[src/design/fall_weight_window_compensator_top_macros.svh]
// Assertion helpers shared by the compensator modules.
`ifndef FALL_WEIGHT_WINDOW_COMPENSATOR_TOP_MACROS_SVH
`define FALL_WEIGHT_WINDOW_COMPENSATOR_TOP_MACROS_SVH
`ifndef SYNTHESIS
// Same-cycle implication, disabled in reset.
`define FWWC_ASSERT_IMPL(label, clk, rst, pre, post) \
  label: assert property (@(posedge clk) disable iff (rst) (pre) |-> (post)) \
    else $error("fwwc: same-cycle check failed");
// Next-cycle implication, disabled in reset.
`define FWWC_ASSERT_NEXT(label, clk, rst, pre, post) \
  label: assert property (@(posedge clk) disable iff (rst) (pre) |=> (post)) \
    else $error("fwwc: next-cycle check failed");
`else
`define FWWC_ASSERT_IMPL(label, clk, rst, pre, post)
`define FWWC_ASSERT_NEXT(label, clk, rst, pre, post)
`endif
`endif

[src/design/fwwc_pkg.sv]
package fwwc_pkg;

  // Window and field widths
  localparam int WINDOW_DEPTH = 7;
  localparam int CNT_W        = 3;
  localparam int W_W          = 24;
  localparam int TIME_W       = 16;
  localparam int CLIP_W       = 23;
  localparam int GAIN_W       = 7;
  localparam int CFG_W        = 23;
  localparam int IDX_W        = 2;

  // Arithmetic widths
  localparam int SUM_W     = 26;
  localparam int BEST_W    = 26;
  localparam int TRIM_W    = 28;
  localparam int Y4_W      = 27;
  localparam int Y2_W      = 25;
  localparam int DIV_W     = 30;
  localparam int DIVISOR_W = 7;

  // Reciprocal division: x / 14 = ((x >> 1) * RCP7) >> RCP7_SH,
  // x / 100 = ((x >> 2) * RCP25) >> RCP25_SH, exact over the dividend ranges in use
  localparam int                 RCP_A_W   = 28;
  localparam int                 RCP_M_W   = 29;
  localparam int                 RCP_P_W   = RCP_A_W + RCP_M_W;
  localparam int                 RCP7_PRE  = 1;
  localparam int                 RCP25_PRE = 2;
  localparam logic [RCP_M_W-1:0] RCP7      = 29'd76695845;
  localparam logic [RCP_M_W-1:0] RCP25     = 29'd343597384;
  localparam int                 RCP7_SH   = 29;
  localparam int                 RCP25_SH  = 33;

  // Constants of the algorithm
  localparam int TIME_MARGIN  = 20;
  localparam int DIV_TRIM     = 14;
  localparam int DIV_PCT      = 100;
  localparam int MEAN_SAMPLES = 2;
  localparam int S24_MAX      = 8388607;
  localparam int S24_MIN      = -8388608;

  // Register indexes
  localparam logic [IDX_W-1:0] REG_TIME_MIN     = 2'd0;
  localparam logic [IDX_W-1:0] REG_CLIP_RANGE   = 2'd1;
  localparam logic [IDX_W-1:0] REG_GAIN_PERCENT = 2'd2;

  typedef struct packed {
    logic                    cmd;
    logic [TIME_W-1:0]       feed_time;
    logic signed [W_W-1:0]   stop_point;
    logic signed [W_W-1:0]   fall_weight;
  } in_t;

  typedef struct packed {
    logic signed [W_W-1:0]   new_stop_point;
    logic [CNT_W-1:0]        samples_held;
  } out_t;

  // Controller to datapath
  typedef struct packed {
    logic capture;
    logic do_clear;
    logic do_short;
    logic do_take;
    logic load_sort;
    logic sort_step;
    logic sort_odd;
    logic est;
    logic div_start;
    logic div_sel100;
    logic load14;
    logic mul;
    logic finish;
    logic emit;
  } fwwc_cmd_t;

  // Datapath to controller
  typedef struct packed {
    logic             is_clear;
    logic             is_short;
    logic [CNT_W-1:0] eff_cnt;
    logic             full;
    logic             div_busy;
    logic             out_busy;
  } fwwc_stat_t;

endpackage

[src/design/fwwc_div.sv]
module fwwc_div (
  input  logic                           clk,
  input  logic                           rst,
  input  logic                           start,
  input  logic [fwwc_pkg::DIV_W-1:0]     dividend,
  input  logic [fwwc_pkg::DIVISOR_W-1:0] divisor,
  output logic                           busy,
  output logic [fwwc_pkg::DIV_W-1:0]     quotient
);
  import fwwc_pkg::*;

  logic                 pct;
  logic [RCP_A_W-1:0]   opa;
  logic [RCP_P_W-1:0]   mprod;
  logic [DIV_W-1:0]     quo;

  // Multiply by the reciprocal of the odd factor
  assign mprod = RCP_P_W'(opa) * RCP_P_W'(pct ? RCP25 : RCP7);

  // Busy for the one multiply cycle after start
  always_ff @(posedge clk) begin
    if (rst) begin
      busy <= 1'b0;
    end else begin
      busy <= start;
    end
  end

  // Strip the power-of-two factor at start, then scale down the product
  always_ff @(posedge clk) begin
    if (start) begin
      pct <= (divisor == DIVISOR_W'(DIV_PCT));
      if (divisor == DIVISOR_W'(DIV_PCT)) begin
        opa <= RCP_A_W'(dividend >> RCP25_PRE);
      end else begin
        opa <= RCP_A_W'(dividend >> RCP7_PRE);
      end
    end else if (busy) begin
      quo <= pct ? DIV_W'(mprod >> RCP25_SH) : DIV_W'(mprod >> RCP7_SH);
    end
  end

  assign quotient = quo;

endmodule

[src/design/fwwc_ctrl.sv]
`include "fall_weight_window_compensator_top_macros.svh"

module fwwc_ctrl (
  input  logic                 clk,
  input  logic                 rst,
  input  logic                 in_valid,
  output logic                 in_stall,
  input  fwwc_pkg::fwwc_stat_t stat,
  output fwwc_pkg::fwwc_cmd_t  cmd
);
  import fwwc_pkg::*;

  localparam logic [3:0] S_IDLE   = 4'd0;
  localparam logic [3:0] S_DECODE = 4'd1;
  localparam logic [3:0] S_LOAD   = 4'd2;
  localparam logic [3:0] S_SORT   = 4'd3;
  localparam logic [3:0] S_EST    = 4'd4;
  localparam logic [3:0] S_D14W   = 4'd5;
  localparam logic [3:0] S_CORR   = 4'd6;
  localparam logic [3:0] S_DSTART = 4'd7;
  localparam logic [3:0] S_DWAIT  = 4'd8;
  localparam logic [3:0] S_APPLY  = 4'd9;
  localparam logic [3:0] S_DONE   = 4'd10;

  logic [3:0]       state;
  logic [3:0]       state_next;
  logic [CNT_W-1:0] sort_cnt;
  logic [CNT_W-1:0] sort_cnt_next;

  assign in_stall = (state != S_IDLE);

  // Sequence one request through the datapath
  always_comb begin
    cmd           = '0;
    state_next    = state;
    sort_cnt_next = sort_cnt;
    case (state)
      S_IDLE: begin
        if (in_valid) begin
          cmd.capture = 1'b1;
          state_next  = S_DECODE;
        end
      end
      S_DECODE: begin
        if (stat.is_clear) begin
          cmd.do_clear = 1'b1;
          state_next   = S_DONE;
        end else if (stat.is_short) begin
          cmd.do_short = 1'b1;
          state_next   = S_DONE;
        end else begin
          cmd.do_take = 1'b1;
          if (stat.eff_cnt >= CNT_W'(MEAN_SAMPLES)) begin
            state_next = S_LOAD;
          end else if (stat.eff_cnt != '0) begin
            state_next = S_CORR;
          end else begin
            state_next = S_APPLY;
          end
        end
      end
      S_LOAD: begin
        cmd.load_sort = 1'b1;
        sort_cnt_next = '0;
        state_next    = S_SORT;
      end
      S_SORT: begin
        cmd.sort_step = 1'b1;
        cmd.sort_odd  = sort_cnt[0];
        sort_cnt_next = sort_cnt + CNT_W'(1);
        if (sort_cnt == CNT_W'(WINDOW_DEPTH - 1)) begin
          state_next = S_EST;
        end
      end
      S_EST: begin
        cmd.est = 1'b1;
        if (stat.full) begin
          cmd.div_start = 1'b1;
          state_next    = S_D14W;
        end else begin
          state_next = S_CORR;
        end
      end
      S_D14W: begin
        if (!stat.div_busy) begin
          cmd.load14 = 1'b1;
          state_next = S_CORR;
        end
      end
      S_CORR: begin
        cmd.mul    = 1'b1;
        state_next = S_DSTART;
      end
      S_DSTART: begin
        cmd.div_start  = 1'b1;
        cmd.div_sel100 = 1'b1;
        state_next     = S_DWAIT;
      end
      S_DWAIT: begin
        if (!stat.div_busy) begin
          state_next = S_APPLY;
        end
      end
      S_APPLY: begin
        cmd.finish = 1'b1;
        state_next = S_DONE;
      end
      S_DONE: begin
        if (!stat.out_busy) begin
          cmd.emit   = 1'b1;
          state_next = S_IDLE;
        end
      end
      default: begin
        state_next = S_IDLE;
      end
    endcase
  end

  // State registers
  always_ff @(posedge clk) begin
    if (rst) begin
      state    <= S_IDLE;
      sort_cnt <= '0;
    end else begin
      state    <= state_next;
      sort_cnt <= sort_cnt_next;
    end
  end

  `FWWC_ASSERT_IMPL(a_div_only_in_wait, clk, rst, stat.div_busy, (state == S_D14W || state == S_DWAIT))
  `FWWC_ASSERT_NEXT(a_emit_frees_input, clk, rst, cmd.emit, !in_stall)
  `FWWC_ASSERT_IMPL(a_sort_bounded, clk, rst, state == S_SORT, sort_cnt < CNT_W'(WINDOW_DEPTH))

endmodule

[src/design/fwwc_dp.sv]
`include "fall_weight_window_compensator_top_macros.svh"

module fwwc_dp (
  input  logic                       clk,
  input  logic                       rst,
  input  logic                       cfg_we,
  input  logic [fwwc_pkg::IDX_W-1:0] cfg_index,
  input  logic [fwwc_pkg::CFG_W-1:0] cfg_data,
  input  fwwc_pkg::in_t              in_data,
  input  fwwc_pkg::fwwc_cmd_t        cmd,
  output fwwc_pkg::fwwc_stat_t       stat,
  input  logic                       out_stall,
  output logic                       out_valid,
  output fwwc_pkg::out_t             out_data
);
  import fwwc_pkg::*;

  // Configuration
  logic [TIME_W-1:0] time_min;
  logic [CLIP_W-1:0] clip_range;
  logic [GAIN_W-1:0] gain_percent;

  // Request and sample state
  in_t                   req;
  logic signed [W_W-1:0] window [WINDOW_DEPTH];
  logic [CNT_W-1:0]      count;
  logic signed [SUM_W-1:0] running_sum;
  logic signed [W_W-1:0] last_result;
  logic                  full_mode;
  logic                  corr_en;
  logic                  neg14;

  // Sort lanes
  logic signed [W_W-1:0] srt      [WINDOW_DEPTH];
  logic signed [W_W-1:0] srt_next [WINDOW_DEPTH];
  logic [WINDOW_DEPTH-1:0] sv;
  logic [WINDOW_DEPTH-1:0] sv_next;
  logic [WINDOW_DEPTH-2:0] swp;

  // Estimate and correction
  logic signed [BEST_W-1:0] best;
  logic [DIV_W-1:0]         prod;
  out_t                     res;

  logic [TIME_W:0]          thr;
  logic [CNT_W-1:0]         eff_cnt;
  logic signed [SUM_W-1:0]  sum2;
  logic signed [SUM_W-1:0]  sum2_adj;
  logic signed [BEST_W-1:0] mean2;
  logic signed [TRIM_W-1:0] sum14;
  logic signed [TRIM_W-1:0] abs14;
  logic signed [Y4_W-1:0]   y4;
  logic signed [Y4_W-1:0]   y4_adj;
  logic signed [Y2_W-1:0]   y2;
  logic signed [Y2_W-1:0]   y2_adj;
  logic signed [BEST_W-1:0] est_val;
  logic signed [BEST_W-1:0] last_ext;
  logic signed [BEST_W-1:0] diff;
  logic                     ge;
  logic [CLIP_W-1:0]        clipped;
  logic signed [BEST_W-1:0] delta;
  logic signed [BEST_W-1:0] q14;
  logic signed [BEST_W-1:0] corr_val;
  logic signed [BEST_W-1:0] fin_val;

  logic [DIV_W-1:0]         div_dividend;
  logic [DIVISOR_W-1:0]     div_divisor;
  logic                     div_busy;
  logic [DIV_W-1:0]         quotient;

  function automatic logic signed [W_W-1:0] sat_w(input logic signed [BEST_W-1:0] v);
    logic signed [W_W-1:0] r;
    if (v > BEST_W'(S24_MAX)) begin
      r = W_W'(S24_MAX);
    end else if (v < BEST_W'(S24_MIN)) begin
      r = W_W'(S24_MIN);
    end else begin
      r = W_W'(v);
    end
    return r;
  endfunction

  // Write configuration registers
  always_ff @(posedge clk) begin
    if (rst) begin
      time_min     <= '0;
      clip_range   <= '0;
      gain_percent <= '0;
    end else if (cfg_we) begin
      case (cfg_index)
        REG_TIME_MIN:     time_min     <= cfg_data[TIME_W-1:0];
        REG_CLIP_RANGE:   clip_range   <= cfg_data[CLIP_W-1:0];
        REG_GAIN_PERCENT: gain_percent <= cfg_data[GAIN_W-1:0];
        default: ;
      endcase
    end
  end

  // Hold the accepted request
  always_ff @(posedge clk) begin
    if (cmd.capture) begin
      req <= in_data;
    end
  end

  // Decode the request
  always_comb begin
    thr     = {1'b0, time_min} + (TIME_W + 1)'(TIME_MARGIN);
    eff_cnt = (last_result != req.stop_point) ? '0 : count;
    stat.is_clear = !req.cmd;
    stat.is_short = !(thr < {1'b0, req.feed_time});
    stat.eff_cnt  = eff_cnt;
    stat.full     = full_mode;
    stat.div_busy = div_busy;
    stat.out_busy = out_valid && out_stall;
  end

  // Running mean of the first two samples
  always_comb begin
    sum2     = ((eff_cnt == '0) ? '0 : running_sum) + SUM_W'(req.fall_weight);
    sum2_adj = sum2 + SUM_W'(sum2[SUM_W-1]);
    mean2    = BEST_W'(sum2_adj >>> 1);
  end

  // Sample count, window and running sum
  always_ff @(posedge clk) begin
    if (rst) begin
      count       <= '0;
      running_sum <= '0;
    end else if (cmd.do_clear) begin
      count <= '0;
    end else if (cmd.do_take) begin
      if (eff_cnt == CNT_W'(WINDOW_DEPTH)) begin
        count <= CNT_W'(WINDOW_DEPTH);
      end else begin
        count <= eff_cnt + CNT_W'(1);
      end
      if (eff_cnt < CNT_W'(MEAN_SAMPLES)) begin
        running_sum <= sum2;
      end
    end
  end

  always_ff @(posedge clk) begin
    if (cmd.do_take) begin
      if (eff_cnt == CNT_W'(WINDOW_DEPTH)) begin
        for (int i = 0; i < WINDOW_DEPTH - 1; i++) begin
          window[i] <= window[i+1];
        end
        window[WINDOW_DEPTH-1] <= req.fall_weight;
      end else begin
        window[eff_cnt] <= req.fall_weight;
      end
    end
  end

  // Odd-even transposition pass; empty lanes sort to the top
  always_comb begin
    for (int i = 0; i < WINDOW_DEPTH - 1; i++) begin
      swp[i] = (((i % 2) == 1) == cmd.sort_odd) &&
               ((sv[i+1] && !sv[i]) || (sv[i] && sv[i+1] && (srt[i] > srt[i+1])));
    end
    for (int k = 0; k < WINDOW_DEPTH; k++) begin
      srt_next[k] = srt[k];
    end
    sv_next = sv;
    for (int i = 0; i < WINDOW_DEPTH - 1; i++) begin
      if (swp[i]) begin
        srt_next[i]   = srt[i+1];
        srt_next[i+1] = srt[i];
        sv_next[i]    = sv[i+1];
        sv_next[i+1]  = sv[i];
      end
    end
  end

  always_ff @(posedge clk) begin
    if (cmd.load_sort) begin
      for (int i = 0; i < WINDOW_DEPTH; i++) begin
        srt[i] <= window[i];
        sv[i]  <= (CNT_W'(i) < count);
      end
    end else if (cmd.sort_step) begin
      for (int i = 0; i < WINDOW_DEPTH; i++) begin
        srt[i] <= srt_next[i];
      end
      sv <= sv_next;
    end
  end

  // Trimmed averages over the sorted window
  always_comb begin
    sum14 = TRIM_W'(srt[1]) + (TRIM_W'(srt[2]) <<< 2) +
            (TRIM_W'(srt[3]) <<< 2) + TRIM_W'(srt[3]) +
            (TRIM_W'(srt[4]) <<< 1) + TRIM_W'(srt[4]) + TRIM_W'(srt[5]);
    abs14  = sum14[TRIM_W-1] ? -sum14 : sum14;
    y4     = Y4_W'(srt[1]) + (Y4_W'(srt[2]) <<< 1) + Y4_W'(srt[3]);
    y4_adj = y4 + Y4_W'({2{y4[Y4_W-1]}});
    y2     = Y2_W'(srt[1]) + Y2_W'(srt[2]);
    y2_adj = y2 + Y2_W'(y2[Y2_W-1]);
    if (count >= CNT_W'(5)) begin
      est_val = BEST_W'(y4_adj >>> 2);
    end else if (count == CNT_W'(4)) begin
      est_val = BEST_W'(y2_adj >>> 1);
    end else begin
      est_val = BEST_W'(srt[1]);
    end
  end

  // Clip, gain and direction of the correction
  always_comb begin
    last_ext = BEST_W'(last_result);
    ge       = (last_ext >= best);
    diff     = ge ? (last_ext - best) : (best - last_ext);
    clipped  = ($unsigned(diff) > BEST_W'(clip_range)) ? clip_range : diff[CLIP_W-1:0];
    q14      = $signed(BEST_W'(quotient));
    delta    = $signed(BEST_W'(quotient));
    corr_val = ge ? (best - delta) : (best + delta);
    fin_val  = corr_en ? corr_val : best;
  end

  // Shared constant divider
  assign div_dividend = cmd.div_sel100 ? prod : DIV_W'($unsigned(abs14));
  assign div_divisor  = cmd.div_sel100 ? DIVISOR_W'(DIV_PCT) : DIVISOR_W'(DIV_TRIM);

  fwwc_div u_div (
    .clk      (clk),
    .rst      (rst),
    .start    (cmd.div_start),
    .dividend (div_dividend),
    .divisor  (div_divisor),
    .busy     (div_busy),
    .quotient (quotient)
  );

  // Estimate and mode flags
  always_ff @(posedge clk) begin
    if (cmd.do_take) begin
      full_mode <= (eff_cnt == CNT_W'(WINDOW_DEPTH));
      corr_en   <= (eff_cnt != '0);
      if (eff_cnt == '0) begin
        best <= BEST_W'(req.fall_weight);
      end else begin
        best <= mean2;
      end
    end else if (cmd.est) begin
      neg14 <= sum14[TRIM_W-1];
      if (!full_mode) begin
        best <= est_val;
      end
    end else if (cmd.load14) begin
      best <= neg14 ? -q14 : q14;
    end
    if (cmd.mul) begin
      prod <= DIV_W'(clipped) * DIV_W'(gain_percent);
    end
  end

  // Last result and staged result
  always_ff @(posedge clk) begin
    if (rst) begin
      last_result <= '0;
    end else if (cmd.finish) begin
      last_result <= sat_w(fin_val);
    end
  end

  always_ff @(posedge clk) begin
    if (cmd.do_clear) begin
      res.new_stop_point <= '0;
      res.samples_held   <= '0;
    end else if (cmd.do_short) begin
      res.new_stop_point <= req.stop_point;
      res.samples_held   <= count;
    end else if (cmd.finish) begin
      res.new_stop_point <= sat_w(fin_val);
      res.samples_held   <= count;
    end
  end

  // Output register
  always_ff @(posedge clk) begin
    if (rst) begin
      out_valid <= 1'b0;
    end else if (cmd.emit) begin
      out_valid <= 1'b1;
    end else if (!out_stall) begin
      out_valid <= 1'b0;
    end
  end

  always_ff @(posedge clk) begin
    if (cmd.emit) begin
      out_data <= res;
    end
  end

  `FWWC_ASSERT_NEXT(a_take_counts, clk, rst, cmd.do_take, count != '0)
  `FWWC_ASSERT_IMPL(a_sort_lanes, clk, rst, cmd.est, $countones(sv) == int'(count))
  `FWWC_ASSERT_IMPL(a_sort_order, clk, rst, cmd.est && sv[1] && sv[2], srt[1] <= srt[2])

endmodule

[src/design/fall_weight_window_compensator_top.sv]
// States to out_valid: a clear or short feed: IDLE, DECODE, DONE; a first sample adds APPLY;
// a second adds CORR, DSTART, DWAIT before APPLY; three to seven samples add LOAD, SORT, EST
// before CORR; a full window adds D14W after EST. The long paths are set by the seven-pass sort
// and the reciprocal-multiply divider. One request at a time, the next taken once the result
// is emitted; a stalled result holds the block only once the following result is ready.
// Reset (rst, synchronous, active high) clears the registers, sample count, sum, last result.
module fall_weight_window_compensator_top (
  input  logic                       clk,
  input  logic                       rst,
  input  logic                       cfg_we,
  input  logic [fwwc_pkg::IDX_W-1:0] cfg_index,
  input  logic [fwwc_pkg::CFG_W-1:0] cfg_data,
  input  logic                       in_valid,
  output logic                       in_stall,
  input  fwwc_pkg::in_t              in_data,
  output logic                       out_valid,
  input  logic                       out_stall,
  output fwwc_pkg::out_t             out_data
);
  import fwwc_pkg::*;

  fwwc_cmd_t  cmd;
  fwwc_stat_t stat;

  // Sequencer
  fwwc_ctrl u_ctrl (
    .clk      (clk),
    .rst      (rst),
    .in_valid (in_valid),
    .in_stall (in_stall),
    .stat     (stat),
    .cmd      (cmd)
  );

  // Window, sort and arithmetic
  fwwc_dp u_dp (
    .clk       (clk),
    .rst       (rst),
    .cfg_we    (cfg_we),
    .cfg_index (cfg_index),
    .cfg_data  (cfg_data),
    .in_data   (in_data),
    .cmd       (cmd),
    .stat      (stat),
    .out_stall (out_stall),
    .out_valid (out_valid),
    .out_data  (out_data)
  );

endmodule
[config.mk]
export PLATFORM = sky130hd
export DESIGN_NAME = fall_weight_window_compensator_top
export DESIGN_NICKNAME = d
export VERILOG_FILES = /design/src/design/fwwc_pkg.sv /design/src/design/fwwc_div.sv /design/src/design/fwwc_ctrl.sv /design/src/design/fwwc_dp.sv /design/src/design/fall_weight_window_compensator_top.sv
export VERILOG_INCLUDE_DIRS = /design/src /design/src/design
export SDC_FILE = /design/constraint.sdc
export NUM_CORES = 2
export LEC_CHECK = 0
export BUFFER_PORTS_ARGS = -buffer_cell sky130_fd_sc_hd__buf_2
export CAP_MARGIN = 20
export CORE_ASPECT_RATIO = 0.9
export CORE_MARGIN = 3
export CORE_UTILIZATION = 55
export DETAILED_ROUTE_END_ITERATION = 10
export GPL_TIMING_DRIVEN = 0
export PLACE_DENSITY = 0.8
export RECOVER_POWER = 50
export SYNTH_ARGS = -nofsm -noshare
export SYNTH_HDL_FRONTEND = slang
export SYNTH_SLANG_ARGS = --single-unit
[constraint.sdc]
create_clock -name clk -period 11.17 [get_ports clk]
set_clock_uncertainty 0.05 [all_clocks]
set_input_delay 2.7925 -clock clk [delete_from_list [all_inputs] [get_ports clk]]
set_output_delay 2.7925 -clock clk [all_outputs]
set_load 0.01 [all_outputs]
Yosys cells after proc, flatten, opt, wreduce, memory -nomap -nowiden
Memory sizes are Yosys's and may differ from the RTL's.
Index checks and enable logic that the tools add are counted.

storage, ports and cells
  RAM bits = 336
  bits in latches = 0
  memories kept = 2
  word-level logic and storage cells = 279
  input bits = 95
  memory bits (read-only) = 0
  register bits = 348

cells by class
  equal/unequal tests = 24
  div/mod/pow operators = 0
  mux-type cells = 93
  add/subtract/negate cells = 22
  shifts and indexed selects = 0
  reduce and logical (&&, ||, !) cells = 70
  bitwise gates (word level) = 11
  magnitude comparators = 21
  multipliers = 2

memories
  memory       words  bits a word  rd ports  clocked after Yosys merged registers in  write ports  line           RTL
  u_dp.srt     7      24           7         0                                        7            fwwc_dp.sv:34  logic signed [W_W-1:0] srt [WINDOW_DEPTH];
  u_dp.window  7      24           7         0                                        7            fwwc_dp.sv:25  logic signed [W_W-1:0] window [WINDOW_DEPTH];

operator list
  operator          count
  $mux W26          12
  $mux W48          6
  $mux W24          11
  $gt A24 B24 Y1    6
  $add A28 B24 Y28  3
  $mul A28 B29 Y57  1
  $mux W28          2
  $mux W27          2
  $add A26 B26 Y26  2
  $pmux W4 S11      1
  $mux W4           9
  $mul A23 B7 Y30   1
  $mux W30          1
  $mux W1           29
  $mux W29          1
  $add A27 B26 Y28  1
  $add A28 B25 Y28  1
  $neg A28 Y28      1
  $add A24 B26 Y27  1
  $add A26 B24 Y27  1
  $add A27 B2 Y27   1
  $add A24 B25 Y26  1
  $add A26 B1 Y26   1
  $ge A24 B26 Y1    1
  other kinds (52)  147

Longest topological paths before layout
An unclocked memory read counts as a cell.

  depth after elaboration = 13
  gate-level depth with buffers = 50
  depth with buffers taken out = 47

Cells and area by module
Synthesis repeated with hierarchy kept, for this count alone.

second synthesis, totals
  cells, all modules = 7743
  area total of the unflattened synthesis = 71308.4 um^2

by module, submodules not included
  module     area an instance (um^2)  sequential area each (um^2)  cells an instance  instances
  fwwc_dp    52252.6                  17376.7                      5772               1
  fwwc_div   18358.9                  1731.7                       1881               1
  fwwc_ctrl  696.9                    140.1                        90                 1

Worst setup path after synthesis
OpenSTA, ideal clock, no wires.

  kind = reg-to-reg
  start = register u_dp.best[1]
  end = register u_dp.prod[26], data pin
  arrival time = 9.927 ns
  period minus slack after synthesis = 10.243 ns
  path slack = 0.927 ns
  cell stages (with the launch flop) = 47
  cells stage by stage = edfxtp_1 > inv_1 > fa_1 > a21oi_1 > o211ai_1 > a41oi_1 > o21ai_1 > and3_1 > o21ai_0 > buf_2 > buf_1 > nor2_1 > a21oi_1 > xnor2_1 > ha_1 > a21o_1 > a21oi_1 > nor2b_1 > [... 11 more ...] > fa_1 > fa_1 > inv_1 > fa_1 > inv_1 > ha_1 > a21oi_1 > o21ai_0 > and2_1 > a31o_2 > o41ai_1 > or3_1 > a311oi_1 > o21a_1 > o21a_1 > nor4_1 > nor3_1 > xor2_1

on the way
  word-level cells in the longest chain between the ends = 5

ends and longest elaborated chain
  item                                      line            RTL
  from (decl)                               fwwc_dp.sv:41   logic signed [BEST_W-1:0] best;
  from (signal assigned)                    fwwc_dp.sv:242  best <= BEST_W'(req.fall_weight);
  from (signal assigned)                    fwwc_dp.sv:244  best <= mean2;
  from (signal assigned)                    fwwc_dp.sv:249  best <= est_val;
  $sub A26 B24 Y26 (tied with other cells)  fwwc_dp.sv:214  diff = ge ? (last_ext - best) : (best - last_ext);
  $mux W26 *                                fwwc_dp.sv:214
  $gt A26 B23 Y1                            fwwc_dp.sv:215  clipped = ($unsigned(diff) > BEST_W'(clip_range)) ? clip_range : diff[CLIP_W-1:0];
  $mux W23 *                                fwwc_dp.sv:215
  $mul A23 B7 Y30 *                         fwwc_dp.sv:255  prod <= DIV_W'(clipped) * DIV_W'(gain_percent);
  to (signal assigned)                      fwwc_dp.sv:255
  to (decl)                                 fwwc_dp.sv:42   logic [DIV_W-1:0] prod;

Mark *: on every way between the ends. The rest lies on a longest branch, timed or not.
A chain may end at the register's enable or synchronous reset.

Final worst setup path
  start = register u_dp.last_result[0]
  end = register u_dp.prod[28], data pin

on the way
  word-level cells in the longest chain between the ends = 5

ends and longest elaborated chain
  item                                      line            RTL
  from (decl)                               fwwc_dp.sv:28   logic signed [W_W-1:0] last_result;
  from (signal assigned)                    fwwc_dp.sv:264  last_result <= sat_w(fin_val);
  $sub A26 B24 Y26 (tied with other cells)  fwwc_dp.sv:214
  $mux W26 *                                fwwc_dp.sv:214
  $gt A26 B23 Y1                            fwwc_dp.sv:215
  $mux W23 *                                fwwc_dp.sv:215
  $mul A23 B7 Y30 *                         fwwc_dp.sv:255

Marked as above.

==> run summary <==
run status = complete, but fails checks
violated checks = max-capacitance violations, max-slew violations
via density per instance = 6.202
Sequential Area = 0.01913 mm^2
Via Count = 57570
Worst Setup End Kind = flip-flop
share of cells above drive strength 1 = 0.05116
multi-input combinational cell area = 0.04554 mm^2
CP Class = reg -> reg
synthesized area = 0.06912 mm^2
PortBufs = 122
WL final = 231.4 mm
root buffer cell = clkbuf_16
Clock transition at path regs = 0.07 ns
Die Y = 342.3 um
maximum clock path buffer count = 3
Num CTS Buffers = 69
worst-path maximum fanout = 10
Synth Register Bits = 682
Die Wd = 379.7 um
GRT overflow = 0
I/O pins = 124
Crit path arrival time = 11.30 ns
Hold Crit Class = reg -> reg
crit path time final = 10.97 ns
post-DP HPWL = 191.0 mm
maxcap violations = 3
Least-Margin Pin Slew = 4.093 ns
Synth cell types = 103
# rows = 122
EDFF count, synth = 547
CTS tree = done
first-pass GRT wire length = 345.8 mm
cts hold-fix bufs = 0
final cycle utilization of the critical path = 0.9823
Starting DRT DRC Count = 7261
vias in the first global route = 56070
Worst Setup Start Kind = flip-flop
drt pass-1 iters = 8
max_slew headroom = -1.729
Setup TNS = 0 ns
clk sink count = 682
Fmax = 0.09114 GHz
commonest non-fill, non-tap cell in the layout = inv_1
commonest non-fill, non-tap cells in the layout = inv_1 (1062), ha_1 (720), fa_1 (641), nand2_1 (600), edfxtp_1 (547)
final-report setup violation count = 0
Final nets = 9006
GR Util All Layers = 0.3509
DRC Markers = 0
initial antenna violation count = 7
Syn Area/Cell = 9.548 um^2
final hold violations = 0
DR WL/cell = 24.93 um
Skew-Pair Late Insertion Delay = 0.67 ns
H-tree Lvls = 3
Yosys Warn Count = 0
top-area cell type share of the netlist area = 0.2377
core area = 0.1238 mm^2
post-synth top area cell = edfxtp_1
pin count of the biggest net entering global routing = 65
Fill cells = 10280
ys async rst share = 0
final count of pins violating max slew = 119
Mapped Cells = 7239
Seq/Total Area, Yosys = 0.2768
Die ar. = 0.1300 mm^2
slowest stage delay, CP = 0.56 ns
Post-DRT Antenna Nets = 0
Worst path slowest cell = fa_1
Initial Utilization = 0.5583
RD Place Congestion = 1.055
leading post-synthesis cells by cell area = edfxtp_1 (24%), fa_1 (19%), ha_1 (13%), inv_1 (5.8%), dfxtp_1 (3.9%)
CP required = 11.50 ns
ys flop type = edfxtp_1
Layout area overhead = 8.851%
## area by class of cell
type                       instances  share of cell area
antenna                            4           0.0001330
buffer                           259             0.01419
clock buffer                      90             0.02466
clock inverter                    37            0.005605
inverter                        1067             0.05324
multi-input combinational       5288              0.6053
sequential                       682              0.2543
tap                             1674             0.02784
timing repair buffer             180             0.01479
## routing by layer
metal	part of all wire	up-vias	routed length (um)	GRT usage
met2	0.42	3608	96050	0.5104
met1	0.40	27990	91530	0.4900
met3	0.14	533	32990	0.1077
li1	-	25430	-	-
met4	0.047	4	10790	0.1392
met5	0.000082	-	19	0
## logic make-up (layout without fill, tap and decap cells)
kind of cell | count (synthesis) | count (layout) | share of synthesized area
adder cells (fa/ha/maj) | 1364 | 1364 | 0.3166
AND/OR/NAND/NOR | 1820 | 1820 | 0.1261
XOR/XNOR | 325 | 325 | 0.04129
multiplexers | 110 | 110 | 0.01617
AO/OA/AOI/OAI | 1606 | 1606 | 0.1501
other | 2 | 67 | 0.0001087
buffers and inverters | 1330 | 1633 | 0.07283
flip-flops | 682 | 682 | 0.2768
## path summary, 6_finish.rpt
check | from | to | slack [ns] | cells after the start
setup / recovery | u_dp.last_result[0]$_SDFFE_PP0P_ | u_dp.prod[28]$_DFFE_PP_ | 0.20 | 48
hold / removal | u_dp.res[2]$_SDFFE_PP0P_ | u_dp.out_data[2]$_DFFE_PP_ | 0.39 | 0
hold reg to reg | u_dp.res[2]$_SDFFE_PP0P_ | u_dp.out_data[2]$_DFFE_PP_ | 0.39 | 0
setup reg to reg | u_dp.last_result[0]$_SDFFE_PP0P_ | u_dp.prod[28]$_DFFE_PP_ | 0.20 | 48
## worst max-delay path, delay by kind of cell, from the launching register on
family	cells	cell delay, ns
AO/OA/AOI/OAI	20	3.98
XOR/XNOR	2	0.34
adder cells (fa/ha/maj)	8	3.25
buffers and inverters	7	1.06
flip-flops	1	0.37
multiplexers	1	0.37
AND/OR/NAND/NOR	10	1.25
## through the flow
stage	util	instance area, um^2	hold slack [ns]	setup WS, ns	std cells
detailed placement	0.5852	72440	0.3704	-1.854	9117
global placement	0.5820	72050	0.3638	-1.614	9096
global route	0.6076	75220	0.3885	-0.08701	9277
floorplan	-	69340	0.3580	0.9268	7300
CTS	0.6064	75070	0.3875	0.03299	9258
finish	0.6077	75230	0.3902	0.1978	9281
## synth_stat cells, types with 11 or more instances
library cell	number
fa_1	641
nand2b_1	72
a211o_1	16
mux2_2	13
a2111oi_0	11
nor3b_1	13
o21bai_1	31
inv_1	1060
edfxtp_1	547
o21ai_0	330
nor3_1	98
a32oi_1	27
nand3b_1	17
a22oi_1	75
and2_1	51
or4_1	11
xor2_1	144
a221o_1	19
buf_2	17
nor2b_1	189
nor4_1	33
and3_1	29
or2_2	23
or3_1	34
nor2_1	456
nand4_1	72
dfxtp_1	135
nand3_1	80
a221oi_1	49
mux2i_1	97
xnor2_1	180
a21o_1	149
o21ai_1	16
ha_1	723
buf_1	11
nand2_1	601
o31ai_1	52
clkbuf_1	231
a31oi_1	23
o211ai_1	29
a21oi_1	506
a22o_1	49
o221ai_1	12
o21a_1	58
a211oi_1	39
## flip-flops by register name (all words and copies together), names as in the netlist, 23 cells and up, named ones only
register             flops
u_dp.out_data           27
u_dp.best               26
u_dp.u_div.opa          28
u_dp.prod               28
u_dp.req                65
u_dp.clip_range         23
u_dp.u_div.quotient     26
u_dp.last_result        24
u_dp.window            144
u_dp.res                27
u_dp.running_sum        26
u_dp.srt               168
## timing repair
item | in CTS | in global routing
gates cloned | 0 | 1
endpoints found under the setup margin | 21 | 12
setup buffers | 14 | 19
gates resized for setup | 45 | 34
pin swaps | 1 | 8
Power is not shown: default switching activity piles up to over one toggle a cycle in this logic, so the estimate is an artifact.
